--- src/grm_pkg.sv ---
`timescale 1ns / 1ps
// Package for the greedy rectangle merge unit.
// Mask size, transaction structs, operation codes and controller/datapath command types.
package grm_pkg;

    localparam int MASK_SIDE = 32;

    localparam logic OP_WRITE = 1'b0;
    localparam logic OP_FETCH = 1'b1;

    typedef struct packed {
        logic        operation;
        logic [4:0]  cell_u;
        logic [4:0]  cell_v;
        logic [31:0] material;
        logic [1:0]  surface_class;
        logic [19:0] light_word;
    } t_in_item;

    typedef struct packed {
        logic [4:0]  rect_u;
        logic [4:0]  rect_v;
        logic [5:0]  rect_width;
        logic [5:0]  rect_height;
        logic [31:0] rect_material;
        logic [1:0]  rect_surface;
        logic [19:0] rect_light;
        logic        done_res;
    } t_out_item;

    // controller to datapath
    typedef struct packed {
        logic init_step;   // clear one material entry after reset
        logic wr_item;     // write input cell
        logic scan_start;  // load scan pointer, issue read
        logic scan_step;   // examine read data at scan pointer
        logic key_latch;   // latch keys at found cell
        logic run_step;    // examine next cell along u
        logic row_start;   // begin a row of the v growth
        logic row_step;    // examine cell of current row
        logic clr_start;   // begin clearing pass
        logic clr_step;    // clear one cell
        logic emit_rect;
        logic emit_done;
    } t_cmd;

    // datapath to controller
    typedef struct packed {
        logic init_last;   // last entry of the post-reset clear
        logic scan_hit;    // non-empty cell at scan pointer
        logic scan_end;    // scan ran off the mask
        logic run_stop;    // span along u ended
        logic row_fail;    // row mismatch
        logic row_last;    // row fully matched
        logic grow_end;    // no more rows below
        logic clr_last;
    } t_sts;

endpackage

--- src/grm_ctrl.sv ---
`timescale 1ns / 1ps
// Controller FSM for the greedy rectangle merge unit.
// Depends on grm_pkg.
module grm_ctrl (
    input  logic              i_clk,
    input  logic              i_rst_n,
    input  logic              i_valid,
    output logic              o_ready,
    input  logic              i_op,
    output logic              o_valid,
    input  logic              i_ready,
    input  grm_pkg::t_sts     i_sts,
    output grm_pkg::t_cmd     o_cmd
);
    import grm_pkg::*;

    localparam logic [3:0] S_IDLE  = 4'd0;
    localparam logic [3:0] S_INIT  = 4'd1;  // material clear after reset
    localparam logic [3:0] S_SCAN  = 4'd2;
    localparam logic [3:0] S_RUN   = 4'd3;
    localparam logic [3:0] S_ROWS  = 4'd4;
    localparam logic [3:0] S_ROW   = 4'd5;
    localparam logic [3:0] S_CLR   = 4'd6;
    localparam logic [3:0] S_EMIT  = 4'd7;
    localparam logic [3:0] S_DONE  = 4'd8;

    logic [3:0] r_state, n_state;
    logic       r_ovalid, n_ovalid;
    logic       acc;

    // a waiting result only holds back the emit, not the next transaction
    assign o_ready = (r_state == S_IDLE);
    assign acc     = i_valid && o_ready;
    assign o_valid = r_ovalid;

    always_comb begin
        n_state  = r_state;
        n_ovalid = r_ovalid;
        o_cmd    = '0;
        if (r_ovalid && i_ready) begin
            n_ovalid = 1'b0;
        end
        unique case (r_state)
            S_INIT: begin
                o_cmd.init_step = 1'b1;
                if (i_sts.init_last) begin
                    n_state = S_IDLE;
                end
            end
            S_IDLE: begin
                if (acc) begin
                    if (i_op == OP_WRITE) begin
                        o_cmd.wr_item = 1'b1;
                    end else begin
                        o_cmd.scan_start = 1'b1;
                        n_state = S_SCAN;
                    end
                end
            end
            S_SCAN: begin
                if (i_sts.scan_end) begin
                    n_state = S_DONE;
                end else if (i_sts.scan_hit) begin
                    o_cmd.key_latch = 1'b1;
                    n_state = S_RUN;
                end else begin
                    o_cmd.scan_step = 1'b1;
                end
            end
            S_RUN: begin
                o_cmd.run_step = 1'b1;
                if (i_sts.run_stop) begin
                    n_state = S_ROWS;
                end
            end
            S_ROWS: begin
                if (i_sts.grow_end) begin
                    o_cmd.clr_start = 1'b1;
                    n_state = S_CLR;
                end else begin
                    o_cmd.row_start = 1'b1;
                    n_state = S_ROW;
                end
            end
            S_ROW: begin
                o_cmd.row_step = 1'b1;
                if (i_sts.row_fail) begin
                    o_cmd.row_step  = 1'b0;
                    o_cmd.clr_start = 1'b1;
                    n_state = S_CLR;
                end else if (i_sts.row_last) begin
                    n_state = S_ROWS;
                end
            end
            S_CLR: begin
                o_cmd.clr_step = 1'b1;
                if (i_sts.clr_last) begin
                    n_state = S_EMIT;
                end
            end
            S_EMIT: begin
                if (!n_ovalid) begin
                    o_cmd.emit_rect = 1'b1;
                    n_ovalid = 1'b1;
                    n_state  = S_IDLE;
                end
            end
            S_DONE: begin
                if (!n_ovalid) begin
                    o_cmd.emit_done = 1'b1;
                    n_ovalid = 1'b1;
                    n_state  = S_IDLE;
                end
            end
            default: n_state = S_IDLE;
        endcase
    end

    always_ff @(posedge i_clk) begin
        if (!i_rst_n) begin
            r_state  <= S_INIT;
            r_ovalid <= 1'b0;
        end else begin
            r_state  <= n_state;
            r_ovalid <= n_ovalid;
        end
    end

`ifndef ASSERT_OFF
    a_one_emit: assert property (@(posedge i_clk) disable iff (!i_rst_n)
        !(o_cmd.emit_rect && o_cmd.emit_done))
        else $error("double emit");
    a_emit_valid: assert property (@(posedge i_clk) disable iff (!i_rst_n)
        (o_cmd.emit_rect || o_cmd.emit_done) |=> r_ovalid)
        else $error("result lost");
    a_busy: assert property (@(posedge i_clk) disable iff (!i_rst_n)
        (r_state != S_IDLE) |-> !o_ready)
        else $error("ready while busy");
`endif
endmodule
--- config.mk ---
export PLATFORM = sky130hd
export DESIGN_NAME = grm_ctrl
export DESIGN_NICKNAME = d
export VERILOG_FILES = /design/src/grm_pkg.sv /design/src/grm_ctrl.sv
export SDC_FILE = /design/constraint.sdc
export NUM_CORES = 1
export LEC_CHECK = 0
export BUFFER_PORTS_ARGS = -buffer_cell sky130_fd_sc_hd__buf_4
export CELL_PAD_IN_SITES_DETAIL_PLACEMENT = 0
export CELL_PAD_IN_SITES_GLOBAL_PLACEMENT = 1
export CORE_MARGIN = 8
export CORE_UTILIZATION = 26
export CTS_CLUSTER_SIZE = 10
export DETAILED_ROUTE_END_ITERATION = 10
export GPL_ROUTABILITY_DRIVEN = 0
export PLACE_DENSITY = 0.71
export SYNTH_ARGS = -nofsm -noshare
export SYNTH_HDL_FRONTEND = slang
export SYNTH_SLANG_ARGS = --single-unit
--- constraint.sdc ---
create_clock -name i_clk -period 1.88 [get_ports i_clk]
set_input_delay 0.188 -clock i_clk [delete_from_list [all_inputs] [get_ports i_clk]]
set_output_delay 0.188 -clock i_clk [all_outputs]
set_load 0.005 [all_outputs]
# [Word level (Yosys, flattened, before mapping)]
# Index checks and enable logic that the tools add are counted.
# Widths: inputs -> output; s select.
[totals] register_bits=5 out_inout_bits=14
[classes] n_eq_ne=16 muxes=34 n_reduce_logical=5
[op_table] op="$mux 4" n=10
[op_table] op="$pmux 4 s8" n=1
[op_table] op="$eq 4x3->1 const B" n=4
[op_table] op="$mux 1" n=16
[op_table] op="$mux 2" n=6
[op_table] op="$eq 4x2->1 const B" n=2
[op_table] op="$ne 2x2->1 const B" n=4
[op_table] op="$reduce_and 8->1" n=1
[op_table] op="$ne 3x3->1 const B" n=2
[op_table] op="$eq 4x1->1 const B" n=1
[op_table] op="$eq 4x4->1 const B" n=1
[op_table] op="$logic_not 4->1" n=1
[op_table] op="$ne 2x1->1 const B" n=2
[op_table] op="$logic_and 1x1->1" n=2
[op_table] op="$pmux 1 s2" n=1
[op_table] op="$reduce_or 2->1" n=1

# [Longest topological paths before layout]
# Gate-level depths: netlist of run 1.
[logic_depth] depth_word=4 depth_mapped=6 ltp_nobuf=5

# [Worst setup path after synthesis of run 1]
# Ideal clock, no wire load.
[synth_timing] kind="register -> register" from="register r_state[2]" to="register r_state[0]" setup_ps=125 arrival_time_ps=1565 setup_slack_ps=190 path_stages_with_launch=6 cell_sequence="dfxtp_1 or2b_2 o21ai_1 a2111o_1 a21o_1 o41a_1"
[synth_via] elab_chain_len=4 elab_cells_between_ends=21
[synth_lines] item="from (decl)" line_no="grm_ctrl.sv:27" text="logic [3:0] r_state, n_state;"
[synth_lines] item="from (signal assigned)" line_no="grm_ctrl.sv:124" text="r_state <= n_state;"
[synth_lines] item="$eq 4x4->1 (tied with other cells)" line_no="grm_ctrl.sv:43" text="unique case (r_state)"
[synth_lines] item="$reduce_or 2->1 (no line) / $logic_and 1x1->1 (equally long branches)"
[synth_lines] item="$ne 2x2->1 (no line) / $ne 2x1->1 (equally long branches)"
[synth_lines] item="$reduce_and 8->1 (no line)"
# Several ways; a longest one is shown, not always the timed one.
# A chain may end at the register's enable or synchronous reset.

# [Final worst setup path of run 1]
[layout_timing] from="register r_state[1]" to="register r_state[0]"
# The elaborated chain is that of the path after synthesis.

==> impl_metrics.ini, run 1 <==
[sta]
fin_skew_ns = 0.00270
slew_violations = 0
finalCritPeriodShare_pct = 96.0
hold_viol_final = 0
fin_crit_ns = 1.80
tightestPinTransition_ns = 0.299
relSlewSlack_pct = 79.9
timing.setup.tns_ns = 0
setup_viol = 0
rsz0062_at_grt = no
max_clock_freq_ghz = 0.554

[die]
core_sq_mm = 0.00165
die_y_microns = 57.2
fp.dieW_microns = 57.2
die-area_sq_mm = 0.00327
ios = 27
start_util_pct = 26.7
rows = 15

[routing]
routed_via_density = 5.14
drt_pass1_iterations = 4
drt_iter0_drc = 12
routed_wl_microns = 1590
routed-via-count = 581
wl_per_cell_microns = 14.0
detail-route-antenna-nets = 0
drc = 0

[synth]
post-synth-top-count-cell = nor2_1
synthFlopType = dfxtp_1
syn_area_sq_um = 440
synth_area_leaders = dfxtp_1 23%, nor3_1 6.8%, nor2_1 6.0%
avgSynthCellArea_sq_um = 7.22
yosysWarnings = 0
synth_top_area_cell = dfxtp_1
synth_cells = 61
ys_ff_latch = 5
synth.top_cells.by_count = 7 x nor2_1, 6 x nor3_1, 5 x dfxtp_1, 4 x buf_2, 4 x nand2b_1
async_reset_ff_share_pct = 0
synth_top_area_share_pct = 22.7
ys_types = 29
synth_sequential_area_ratio_pct = 22.7
syn_nets = 74
synth-edff-count = 0

[final_layout]
diodes = 0
finalNonFillerCells = 113
area_delta_synth_final_pct = 70.2
final_nets = 110
layout-drive-gt1-share_pct = 47.9
utilization_pct = 45.4

[critical_path]
critPathCaptureType = flip-flop
cp-startpoint = r_state[1]
reg2reg_depth = 6
critPathMaxStageDelay_ns = 0.70
slowest_stage = or4b_2
startpoint_type = flip-flop
required_ns = 2.00
cp_data_arrival_time_ns = 1.93
reg2reg_slack_ns = 0.08
r2r_start = r_state[1]
setup.worst_path.class = reg2reg
rr_endpoint = r_state[0]
cp_max_fo = 8
path_cells = or4b_2 -> o21ai_2 -> a2111o_1 -> buf_4 -> nand3b_1 -> o41a_1
critPathTopFamily = simple AND/OR/NAND/NOR gates
crit_buf_inv = 1

[worst_hold_path]
hold_start = i_rst_n
worstHoldPathCells = 3
holdPathEnd = r_state[2]
min_path_type = in2reg

[cts]
clk_pin_slew_ns = 0.05
cts_max_level = 1
post_cts_buffers = 0
cts-root-buf = clkbuf_4
cts.sinks = 5
clk_latency_ns = 0.24
clockBufferDepth = 2
cts_tree = built
cts_made_buffers = 3

[placement]
hpwlAfterDp_microns = 1260
port_buffers = 26
placed_cells = 109

[global_route]
grt_use_total_pct = 9.16
antenna_found_initial = 0
gr-total-overflow = 0
grt_max_degree = 11
grt_pass1_vias = 591
grt_pass1_wl_microns = 2530

[job]
timing.max_cap.violations = 0

[pwr]
p_leak_nw = 0.340
powerDensity_mw_per_mm2 = 1020
ir_worst_vdd_uv = 471

[status]
run_status = complete, no violations
## routing by layer
| metal | wire, microns | GRT usage (%) |
|---|---|---|
| met5 | 0 | 0 |
| met4 | 39 | 4.03 |
| met3 | 98 | 2.66 |
| met2 | 756 | 15.5 |
| met1 | 693 | 10.3 |
## worst max-delay path by stage
| stage | endpoint | slack, ns | cells after the start |
|---|---|---|---|
| 2_1_floorplan | r_state[0] | 0.19 | 5 |
| 3_3_place_gp | r_state[0] | 0.07 | 5 |
| 3_5_place_dp | r_state[0] | 0.01 | 5 |
| 4_1_cts | r_state[0] | 0.05 | 6 |
| 5_1_grt | r_state[0] | 0.004 | 6 |
| 6_report | r_state[0] | 0.08 | 6 |
## cells by family after synthesis
family / synth area share [%]
compound gates: 20.7
simple gates: 48.9
buf+inv: 5.40
flops: 22.7
mux: 2.27
## stage by stage
stage / setup WS (ns) / hold slack (ns) / power (W) / area (sq um)
6_report: 0.0752 / 0.225 / 0.000762 / 749
5_1_grt: 0.00411 / 0.250 / 0.000820 / 749
4_1_cts: 0.0473 / 0.218 / 0.000753 / 732
3_5_place_dp: 0.0112 / 0.482 / 0.000617 / 704
3_3_place_gp: 0.0700 / 0.491 / 0.000620 / 704
2_1_floorplan: 0.190 / 0.327 / 0.000393 / 440
## registers in the layout (all words and copies together), names as in the netlist
register and flops:
o_valid 1, r_state 4
## layout make-up
class / count / area [sq um]
clock buffers: 4 / 26.3
repair buffers: 35 / 263
flip-flops and latches: 5 / 104
inverters: 1 / 3.75
fillers: 182 / 902
well taps: 17 / 21.3
multi-input cells: 51 / 332
## tightest hold or removal path: stages
cell and delay, ns:
buf_4 0.13, nand2_1 0.05, o21ai_0 0.06
## timing repair
| item | in CTS | in global routing |
|---|---|---|
| hold buffers | 0 | 0 |
| resized for setup | 1 | 5 |
| pin swaps | 0 | 1 |
| endpoints found under the setup margin | 2 | 5 |
## placed cells by master, fill, tap and decap left out, types with 2 or more instances in the layout
cell	instances
o21ai_0	2
clkbuf_4	3
a21oi_1	2
nand2_1	3
nand3b_1	3
buf_4	35
nor2_1	7
nor4_1	2
dfxtp_2	3
nor3_1	5
nand2b_1	4
dfxtp_1	2
nor2b_1	2
or3_1	2
a211oi_1	2
## power by group
| part | leakage, nW | switching, W | internal (W) |
|---|---|---|---|
| clock network | 0.0150 | 0.0000471 | 0.0000805 |
| registers | 0.0414 | 0.0000447 | 0.000135 |
| logic | 0.284 | 0.000209 | 0.000246 |
| total | 0.340 | 0.000300 | 0.000462 |
(Power assumes the default switching activity.)
==> run 2, diff against run 1 <==
--- a/config.mk
+++ b/config.mk
@@ -9,11 +9,12 @@
 export CELL_PAD_IN_SITES_DETAIL_PLACEMENT = 0
 export CELL_PAD_IN_SITES_GLOBAL_PLACEMENT = 1
 export CORE_MARGIN = 8
-export CORE_UTILIZATION = 26
+export CORE_UTILIZATION = 28
+export CTS_BUF_LIST = sky130_fd_sc_hd__clkbuf_4 sky130_fd_sc_hd__clkbuf_8
 export CTS_CLUSTER_SIZE = 10
 export DETAILED_ROUTE_END_ITERATION = 10
 export GPL_ROUTABILITY_DRIVEN = 0
-export PLACE_DENSITY = 0.71
+export PLACE_DENSITY = 0.75
 export SYNTH_ARGS = -nofsm -noshare
 export SYNTH_HDL_FRONTEND = slang
 export SYNTH_SLANG_ARGS = --single-unit
==> run 2 against run 1 <==
  * Final area rose by 1.0%
  * Via count rose by 4.1%
  * Combinational power rose by 3%
  * Cell count fell by 0.88%
  * Clock skew rose by 0.0041 ns
  * Count of clock-buffer cells in the layout did not move
  * Non-clock buffer count did not move
  * Critical endpoint unchanged
  * Largest cell class unchanged
  * Highest routed layer unchanged
==> impl_metrics.ini, run 2 (synthesis gave the netlist of run 1 again) <==
[status]
run_status = complete, no violations

[critical_path]
reg2reg_slack_ns = 0.1
rr_endpoint = r_state[0]
setup.worst_path.class = reg2reg
crit_buf_inv = 2
critPathCaptureType = flip-flop
r2r_start = r_state[2]
cp_max_fo = 6
cp_data_arrival_time_ns = 1.89
critical_path_depth = 7
startpoint_type = flip-flop
slowest_stage = or4b_4
required_ns = 1.99
critPathTopFamily = simple AND/OR/NAND/NOR gates
worstSetupEndpoint = r_state[0]
cp-startpoint = r_state[2]
critPathMaxStageDelay_ns = 0.54
path_cells = buf_4 -> or4b_4 -> nor3_4 -> a2111o_1 -> buf_6 -> nand3b_1 -> o41a_1
reg2reg_depth = 7

[sta]
finalCritPeriodShare_pct = 94.9
hold_viol_final = 0
rsz0062_at_grt = no
timing.setup.tns_ns = 0
fin_crit_ns = 1.78
fin_skew_ns = 0.00681
tightestPinTransition_ns = 0.454
slew_violations = 0
timing.final.ws_setup_ns = 0.0968
setup_viol = 0
max_clock_freq_ghz = 0.561
relSlewSlack_pct = 69.4

[final_layout]
final_common_cell = buf_4
diodes = 0
layout_common_cells = 34 x buf_4, 7 x nor2_1, 5 x nor3_1
nFillCells = 142
largest_reg_flops = 4
top_register = r_state
finalInstanceArea_sq_um = 757
final_nets = 110
area_delta_synth_final_pct = 71.9
layout-drive-gt1-share_pct = 46.9
utilization_pct = 50.8

[routing]
routed_wl_microns = 1510
routed_via_density = 5.40
drc = 0
detail-route-antenna-nets = 0
drt_iter0_drc = 10
drt_pass1_iterations = 4
wl_per_cell_microns = 13.5
routed-via-count = 605

[global_route]
grt_pass1_vias = 573
grt_max_degree = 10
grt_pass1_wl_microns = 2510
gr-total-overflow = 0
antenna_found_initial = 0
grt_use_total_pct = 9.34

[cts]
cts-root-buf = clkbuf_4
cts_max_level = 1
cts_tree = built
clk_latency_ns = 0.24
clockBufferDepth = 2
cts_made_buffers = 3
clk_pin_slew_ns = 0.05
cts.sinks = 5

[placement]
hpwlAfterDp_microns = 1190
port_buffers = 26
placed_cell_area_sq_um = 703
dp_slack_ns = 0.0248

[pwr]
powerDensity_mw_per_mm2 = 1020
ir_worst_vdd_uv = 652
p_leak_nw = 0.343

[die]
rows = 14
die_y_microns = 55.7
core_sq_mm = 0.00149
ios = 27
fp.dieW_microns = 55.7
die-area_sq_mm = 0.00310
start_util_pct = 29.6

[job]
timing.max_cap.violations = 0

[worst_hold_path]
min_path_type = in2reg
-- run 2: power by group --
part	switching [W]	total (W)	internal, W	leakage, nW
registers	0.0000344	0.000167	0.000133	0.0420
clock network	0.0000400	0.000134	0.0000944	0.0184
logic	0.000213	0.000467	0.000255	0.283
total	0.000287	0.000769	0.000482	0.343
-- run 2: worst min-delay path by stage --
stage | startpoint | to | slack (ns) | depth (start not counted)
final | i_rst_n | r_state[2] | 0.24 | 3
after global routing | i_rst_n | r_state[3] | 0.25 | 3
after CTS | i_rst_n | r_state[1] | 0.23 | 3
after detailed placement | i_rst_n | r_state[1] | 0.47 | 3
after global placement | i_rst_n | r_state[1] | 0.48 | 3
after floorplan | i_rst_n | r_state[1] | 0.33 | 2
-- run 2: worst reg2reg max path, cell delays in order, from the launching register on --
cell and delay (ns):
dfxtp_4 0.35, buf_4 0.15, or4b_4 0.54, nor3_4 0.16
a2111o_1 0.16, buf_6 0.11, nand3b_1 0.07, o41a_1 0.11
-- run 2: through the flow --
| step | total power (W) | cells | hold slack, ns |
|---|---|---|---|
| 2_1_floorplan | 0.000393 | 61 | 0.327 |
| 3_3_place_gp | 0.000614 | 108 | 0.477 |
| 3_5_place_dp | 0.000606 | 108 | 0.472 |
| 4_1_cts | 0.000757 | 111 | 0.225 |
| 5_1_grt | 0.000839 | 112 | 0.255 |
| 6_report | 0.000769 | 112 | 0.238 |
-- run 2: area by class of cell --
class                           instances  area (sq um)  share of cell area [%]
Sequential cell                         5           105                    13.9
Tap cell                               16          20.0                    2.64
Multi-Input combinational cell         51           332                    43.8
Timing Repair Buffer                   35           267                    35.2
Clock buffer                            4          30.0                    3.97
Inverter                                1          3.75                   0.496
-- run 2: routing by layer --
layer	track usage, %	vias up	wire, microns
met5	0	-	0
met4	2.11	0	9
met3	3.42	2	63
met2	16.2	18	778
met1	10.5	283	659
li1	-	302	-
-- run 2: timing repair --
item	4_1_cts	5_1_grt
pin swaps	1	2
buffers inserted	0	1
resized for setup	5	2
hold buffers	0	0
endpoints found under the setup margin	1	4
==> run 3, diff against run 2 <==
==> config.mk (replaced) <==
export PLATFORM = sky130hd
export DESIGN_NAME = grm_ctrl
export DESIGN_NICKNAME = d
export VERILOG_FILES = /design/src/grm_pkg.sv /design/src/grm_ctrl.sv
export SDC_FILE = /design/constraint.sdc
export NUM_CORES = 1
export LEC_CHECK = 0
export BUFFER_PORTS_ARGS = -buffer_cell sky130_fd_sc_hd__buf_4
export CORE_MARGIN = 8
export CORE_UTILIZATION = 30
export CTS_BUF_LIST = sky130_fd_sc_hd__clkbuf_4 sky130_fd_sc_hd__clkbuf_8
export CTS_CLUSTER_SIZE = 10
export DETAILED_ROUTE_END_ITERATION = 10
export GPL_ROUTABILITY_DRIVEN = 0
export PLACE_DENSITY = 0.56
export SYNTH_ARGS = -nofsm -noshare
export SYNTH_HDL_FRONTEND = slang
export SYNTH_SLANG_ARGS = --single-unit
==> run 3 against run 2 <==
  * Clock power about the same
  * Largest power group unchanged
  * Worst hold slack worse by 0.0021 ns
  * Sequential power up 7%
  * Via count down 4.0%
  * Fmax down 0.16%
  * Utilization up 0.73 points
  * Count of clock-buffer cells in the layout unchanged
  * Clock skew down 0.0039 ns
  * First-iteration DRC count down 10%
==> impl_metrics.ini, run 3 (synthesis gave the netlist of run 1 again) <==
[cts]
cts_max_level = 1
clk_pin_slew_ns = 0.04
clk_latency_ns = 0.24
post_cts_buffers = 0
cts_made_buffers = 3
cts_tree = built
cts-root-buf = clkbuf_4
cts.sinks = 5
cts_hold_buf = 0
clockBufferDepth = 2
ctsResizeCount = 2

[routing]
routed_wl_microns = 1460
detail-route-antenna-nets = 0
drt_iter0_drc = 9
routed-via-count = 581
routed_via_density = 5.23
drc = 0
drt_pass1_iterations = 3
wl_per_cell_microns = 13.2

[die]
die_y_microns = 54.3
core_sq_mm = 0.00144
start_util_pct = 30.7
fp.dieW_microns = 54.3
rows = 14
die-area_sq_mm = 0.00295
ios = 27

[global_route]
gr-total-overflow = 0
grt_max_degree = 10
antenna_found_initial = 0
grt_use_total_pct = 9.83
grt_pass1_vias = 532
grt_pass1_wl_microns = 2180

[final_layout]
top_register = r_state
final_common_cell = buf_4
multi_input_area_sq_um = 328
utilization_pct = 51.6
largest_reg_flops = 4
finalInstanceArea_sq_um = 741
layout-drive-gt1-share_pct = 47.4
final_nets = 109
nFillCells = 152
seq_area_sq_um = 104
area_delta_synth_final_pct = 68.2
layout_common_cells = 34 x buf_4, 7 x nor2_1, 5 x nor3_1
diodes = 0

[critical_path]
crit_buf_inv = 0
cp_max_fo = 9
setup.worst_path.class = reg2reg
required_ns = 2.00
critPathTopFamily = compound AO/OA/AOI/OAI gates
startpoint_type = flip-flop
slowest_stage = a2111o_1
cp_data_arrival_time_ns = 1.90
path_cells = or4b_2 -> o21ai_1 -> a2111o_1 -> a21o_1 -> o41a_1
critPathCaptureType = flip-flop
critPathMaxStageDelay_ns = 0.48

[sta]
rsz0062_at_grt = no
timing.setup.tns_ns = 0
hold_viol_final = 0
max_clock_freq_ghz = 0.560
tightestPinTransition_ns = 0.296
relSlewSlack_pct = 80.1
timing.final.ws_setup_ns = 0.0939
setup_viol = 0
slew_violations = 0
fin_crit_ns = 1.79
fin_skew_ns = 0.00286
finalCritPeriodShare_pct = 95.0

[pwr]
ir_worst_vdd_uv = 713
totalPowerFinal_w = 0.000737
p_leak_nw = 0.336
powerDensity_mw_per_mm2 = 995

[placement]
port_buffers = 26
dp_slack_ns = 0.0121
hpwlAfterDp_microns = 1230
placed_cell_area_sq_um = 696

[job]
timing.max_cap.violations = 0

[worst_hold_path]
min_path_type = in2reg

[status]
run_status = complete, no violations
run 3: cell count changes in the layout (fill, tap and decap cells not counted), sizes merged:
cell	before	now
buf	35	34
run 3: layout make-up:
cell class                      count  area share, %
Multi-Input combinational cell     51           44.3
Clock buffer                        4           4.05
Inverter                            1          0.507
Tap cell                           16           2.70
Sequential cell                     5           14.0
Timing Repair Buffer               34           34.5
run 3: path summary, 6_finish.rpt:
check / startpoint / end / slack, ns / depth (start not counted)
hold reg to reg: r_state[2] / r_state[2] / 0.57 / 2
setup reg to reg: r_state[2] / r_state[0] / 0.09 / 5
setup / recovery: r_state[2] / r_state[0] / 0.09 / 5
hold / removal: i_rst_n / r_state[1] / 0.24 / 3
run 3: power breakdown:
| part | leakage [nW] | switching (W) | total, W | internal, W |
|---|---|---|---|---|
| clock | 0.0184 | 0.0000405 | 0.000135 | 0.0000944 |
| sequential | 0.0414 | 0.0000425 | 0.000178 | 0.000135 |
| combinational | 0.276 | 0.000194 | 0.000424 | 0.000230 |
run 3: tightest hold or removal path: cells and delay by family:
kind | cells | cell delay, ns
buffers and inverters | 1 | 0.11
AND/OR/NAND/NOR | 1 | 0.07
AO/OA/AOI/OAI | 1 | 0.07
run 3: metrics by stage:
step           std cells  hold WS [ns]
2_1_floorplan         61         0.327
3_3_place_gp         107         0.492
3_5_place_dp         107         0.480
4_1_cts              111         0.226
5_1_grt              111         0.242
6_report             111         0.236
run 3: metal layers:
metal / wire [microns] / track usage (%)
met4: 0 / 6.15
met3: 98 / 2.99
met1: 588 / 10.4
met2: 773 / 16.6
met5: 0 / 0
